`config.mk`:
```
export PLATFORM = sky130hd
export DESIGN_NAME = mi3_merge
export DESIGN_NICKNAME = d
export VERILOG_FILES = /design/src/design/mi3_pkg.sv /design/src/design/mi3_merge.sv
export SDC_FILE = /design/constraint.sdc
export NUM_CORES = 1
export LEC_CHECK = 0
export CAP_MARGIN = 10
export CORE_AREA = 5 5 176 178
export CTS_CLUSTER_SIZE = 8
export DETAILED_ROUTE_END_ITERATION = 7
export DIE_AREA = 0 0 181 183
export DONT_BUFFER_PORTS = 1
export PLACE_DENSITY = 0.66
export SLEW_MARGIN = 40
export SYNTH_ARGS = -nofsm -noshare
export SYNTH_HDL_FRONTEND = slang
export SYNTH_SLANG_ARGS = --single-unit
```
`constraint.sdc`:
```
create_clock -name clk -period 3.2 [get_ports clk]
set_input_delay 0.64 -clock clk [delete_from_list [all_inputs] [get_ports clk]]
set_output_delay 0.64 -clock clk [all_outputs]
set_load 0.02 [all_outputs]
```
`src/design/mi3_pkg.sv`:
```
`timescale 1ns / 1ps
package mi3_pkg;

  localparam int DW    = 24;   // matrix and inverse element width
  localparam int PW    = 48;   // element product width
  localparam int AW    = 49;   // adjugate entry width
  localparam int LOW   = 25;   // low split of an adjugate entry for the det multiply
  localparam int DETW  = 76;   // signed determinant width
  localparam int MAGW  = 75;   // determinant magnitude width
  localparam int CW    = 100;  // divider compare width
  localparam int QB    = 24;   // quotient bits produced below the overflow check
  localparam int FRAC2 = 32;   // numerator scale shift
  localparam int THRW  = 23;
  localparam int NE    = 9;
  localparam int FRONT_LAT = 6;
  localparam int LANE_LAT  = QB + 1;
  localparam int TOTAL_LAT = FRONT_LAT + LANE_LAT + 1;

  localparam logic [THRW-1:0] THR_RESET = 23'd33;
  localparam logic [DW-1:0]   Q_ONE     = 24'h010000;
  localparam logic [DW-1:0]   OUT_MAX   = 24'h7FFFFF;
  localparam logic [DW-1:0]   OUT_MIN   = 24'h800000;

  // adj[k] = m[A]*m[B] - m[C]*m[D]
  localparam int unsigned ADJ_A [NE] = '{4, 2, 1, 5, 0, 2, 3, 1, 0};
  localparam int unsigned ADJ_B [NE] = '{8, 7, 5, 6, 8, 3, 7, 6, 4};
  localparam int unsigned ADJ_C [NE] = '{5, 1, 2, 3, 2, 0, 4, 0, 1};
  localparam int unsigned ADJ_D [NE] = '{7, 8, 4, 8, 6, 5, 6, 7, 3};

  typedef logic signed [DW-1:0] elem_t;
  typedef logic signed [AW-1:0] adj_t;

  typedef struct packed {
    logic [MAGW-1:0] mag;
    logic            neg;
    logic            sing;
  } det_ctl_t;

  typedef struct packed {
    logic          ovf;
    logic          neg;
    logic [QB-1:0] q;
    logic          sing;
  } lane_res_t;

endpackage

```
`src/design/mi3_merge.sv`:
```
`timescale 1ns / 1ps
module mi3_merge
  import mi3_pkg::*;
(
  input  logic      clk,
  input  logic      en,
  input  lane_res_t res_i [NE],
  output elem_t     inv_o [NE],
  output logic      sing_o
);

  logic [DW-1:0] val_nxt [NE];
  logic [DW-1:0] inv_r   [NE];
  logic          sing_r;

  always_comb begin
    for (int k = 0; k < NE; k++) begin
      if (res_i[0].sing) begin
        val_nxt[k] = (k % 4 == 0) ? Q_ONE : '0;
      end else if (res_i[k].ovf) begin
        val_nxt[k] = res_i[k].neg ? OUT_MIN : OUT_MAX;
      end else if (res_i[k].neg) begin
        val_nxt[k] = (res_i[k].q > OUT_MIN) ? OUT_MIN : DW'(-res_i[k].q);
      end else begin
        val_nxt[k] = (res_i[k].q > OUT_MAX) ? OUT_MAX : res_i[k].q;
      end
    end
  end

  always_ff @(posedge clk) begin
    if (en) begin
      inv_r  <= val_nxt;
      sing_r <= res_i[0].sing;
    end
  end

  always_comb begin
    for (int k = 0; k < NE; k++) inv_o[k] = $signed(inv_r[k]);
  end
  assign sing_o = sing_r;

endmodule

```
==> impl_metrics.toml <==
[status]
outcome = "finished clean"

[detailed_routing]
route.detailed.drc = 0
wl_um = 45000
wl_per_cell_um = 22.9
first_iter_violations = 1161
first_pass_iters = 5
ant_nets = 0
avgViaCountPerCell = 6.59
vias = 13000

[global_routing]
grt_use_met3_pct = 10.1
grt_pass1_wl_um = 68100
top_usage_layer = "met2"
antenna_found_initial = 0
grt.met2_usage_pct = 41.6
gr-usage-all-layers_pct = 25.1
grt_pass1_vias = 11600
grtUsageMet1_pct = 31.0
grt_max_degree = 218
grt_overflow_total = 0

[die]
initial_core_util_pct = 50.8
die_w_um = 181
fp.dieArea_mm2 = 0.0331
rows = 63
die_h_um = 183
core_mm2 = 0.0292
io_pins = 462

[setup_path]
cpMaxStageDelayCell = "o41a_1"
end_kind = "flop"
crit_start = "res_i[44]"
critPathKind = "in -> reg"
worst-path-stages = 5
endpoint = "inv_o[30]"
cp_max_fo = 10
slowest_delay_ns = 0.56
cp_top_family = "simple AND/OR/NAND/NOR gates"
path_buf_inv = 0
crit_chain = "or4_4, or3_1, o41a_1, nor2_2, a221o_1"
arrival_ns = 2.89
cp.required_ns = 3.60
timing.critical_path.from_type = "primary input"

[synthesis]
synth_flop_cell = "edfxtp_1"
yosysWarnings = 0
netlist_area_mm2 = 0.0148
ys_seq_area_share_pct = 43.9
synth_edf_count = 217
syn_inst = 1614
synth.avg_cell_area_um2 = 9.20
ys_types = 79
ys_ff_latch = 217
synth_fp_nets = 1868
async_flop_share_pct = 0

[clock_network]
cts_max_path_buffers = 3
cts.clk_slew.worst_paths_ns = 0.05
cts_root_buffer = "clkbuf_16"
cts_tree = "built"
cts-htree-levels = 1
post_cts_buffers = 0
ctsResizeCount = 0
clock_sinks = 217
numCtsBuffers = 31
postCtsHoldBufs = 0

[finish]
layout_commonest_cell = "nor2_1"
finish.net_count = 1828
design_area_mm2 = 0.0160
drive_gt1_share_pct = 7.55
area.growth.synth_to_final_pct = 7.54
fill_cells = 2607
final_cell_mix = "248 x nor2_1, 217 x edfxtp_1, 123 x nor3_1"
antenna_cells = 0

[placement]
gp_congestion = 0.888
portBuffers = 0
postPlaceCellArea_mm2 = 0.0151
pre_cts_slack_ns = 0.197
hpwl_um = 32100

[timing]
max_freq_mhz = 401
fin_crit_sh_pct = 77.9
rsz0062_at_grt = "no"
setup_ws_ns = 0.707
worst_pin_slew_ns = 0.731
layout_min_cycle_time_ns = 2.49
final_hold_viol_count = 0
maxSlewHeadroom_pct = 50.9
setup_viol = 0
slew_violations = 0
finalSetupTns_ns = 0

[pwr]
power_density_mw_per_mm2 = 467
swShare_pct = 26.1
seq_power_share_pct = 52.1
power.internal_mw = 5.52
power_leakage_nw = 5.18
max-vdd-ir-drop_v = 0.000428
comb_power_share_pct = 8.8
p_clk_share_pct = 39.1
power_switching_mw = 1.95

[hold_path]
min_path_type = "in -> reg"
whs_path_depth = 0

[run]
cap_violations = 0
-- flip-flops by register name, indices dropped and copies added, names as in the netlist --
signal  flops
inv_o     216
sing_o      1
-- per-stage QoR --
stage,utilization [%],hold slack [ns],std cells,total power [mW]
after detailed placement,51.8,0.753,1931,4.59
after CTS,54.6,0.174,1967,7.54
after global placement,51.8,0.752,1931,4.58
after global routing,54.6,0.170,1967,7.75
after floorplan,-,0.739,1614,4.46
final,54.6,0.212,1967,7.46
-- worst min-delay path by stage --
stage | from | end
global placement | res_i[216] | sing_o
floorplan | res_i[216] | sing_o
global route | res_i[216] | sing_o
CTS | res_i[216] | sing_o
detailed placement | res_i[216] | sing_o
finish | en | inv_o[98]
-- cell type report --
class                      instances  area (µm²)  area share (%)
timing repair buffer              32         240            1.50
tap                              390         488            3.06
inverter                          42         158           0.988
clock buffer                      34         787            4.93
multi-input combinational       1250        7740            48.5
clock inverter                     2        38.8           0.243
sequential                       217        6520            40.8
-- synthesized netlist by cell type, drive strengths merged (15+ instances only) --
library cell	n	area [µm²]
edfxtp	217	6520
a21oi	76	380
or4	24	191
a211oi	52	435
nand3	38	203
inv	39	146
or3	28	175
nor4	53	344
a31oi	33	206
or2	15	93.8
nand2b	23	144
nor3b	15	113
nor2b	36	225
o31ai	20	150
xor2	35	307
o32ai	23	201
nor3	123	616
nand2	63	236
o21ai	73	365
buf	17	108
o22a	29	254
clkbuf	88	330
nor2	251	947
xnor2	15	131
nand4	23	144
mux2i	44	440
-- cells by family (layout without fill, tap and decap cells) --
group / Yosys count / after routing / share of synthesized area (%)
DFF: 217 / 217 / 43.9
muxes: 50 / 50 / 3.42
buffers and inverters: 147 / 110 / 4.01
AOI/OAI and AO/OA: 407 / 407 / 19.6
xor gates and xnor gates: 50 / 50 / 2.95
and+or+nand+nor: 734 / 734 / 25.4
adders and majority gates: 9 / 9 / 0.759
-- power by group through the flow --
stage / Sequential (mW) / Combinational [mW] / Clock (mW)
final: 3.89 / 0.655 / 2.92
after global routing: 3.90 / 0.737 / 3.11
after CTS: 3.89 / 0.654 / 2.99
after detailed placement: 3.94 / 0.651 / 0
after global placement: 3.95 / 0.637 / 0
after floorplan: 3.86 / 0.606 / 0
-- metal layers --
metal | up-vias | routed length, µm
li1 | 6143 | -
met2 | 630 | 21500
met1 | 6130 | 17200
met4 | 0 | 1040
met3 | 69 | 5340
met5 | - | 0
(Power assumes the default switching activity.)
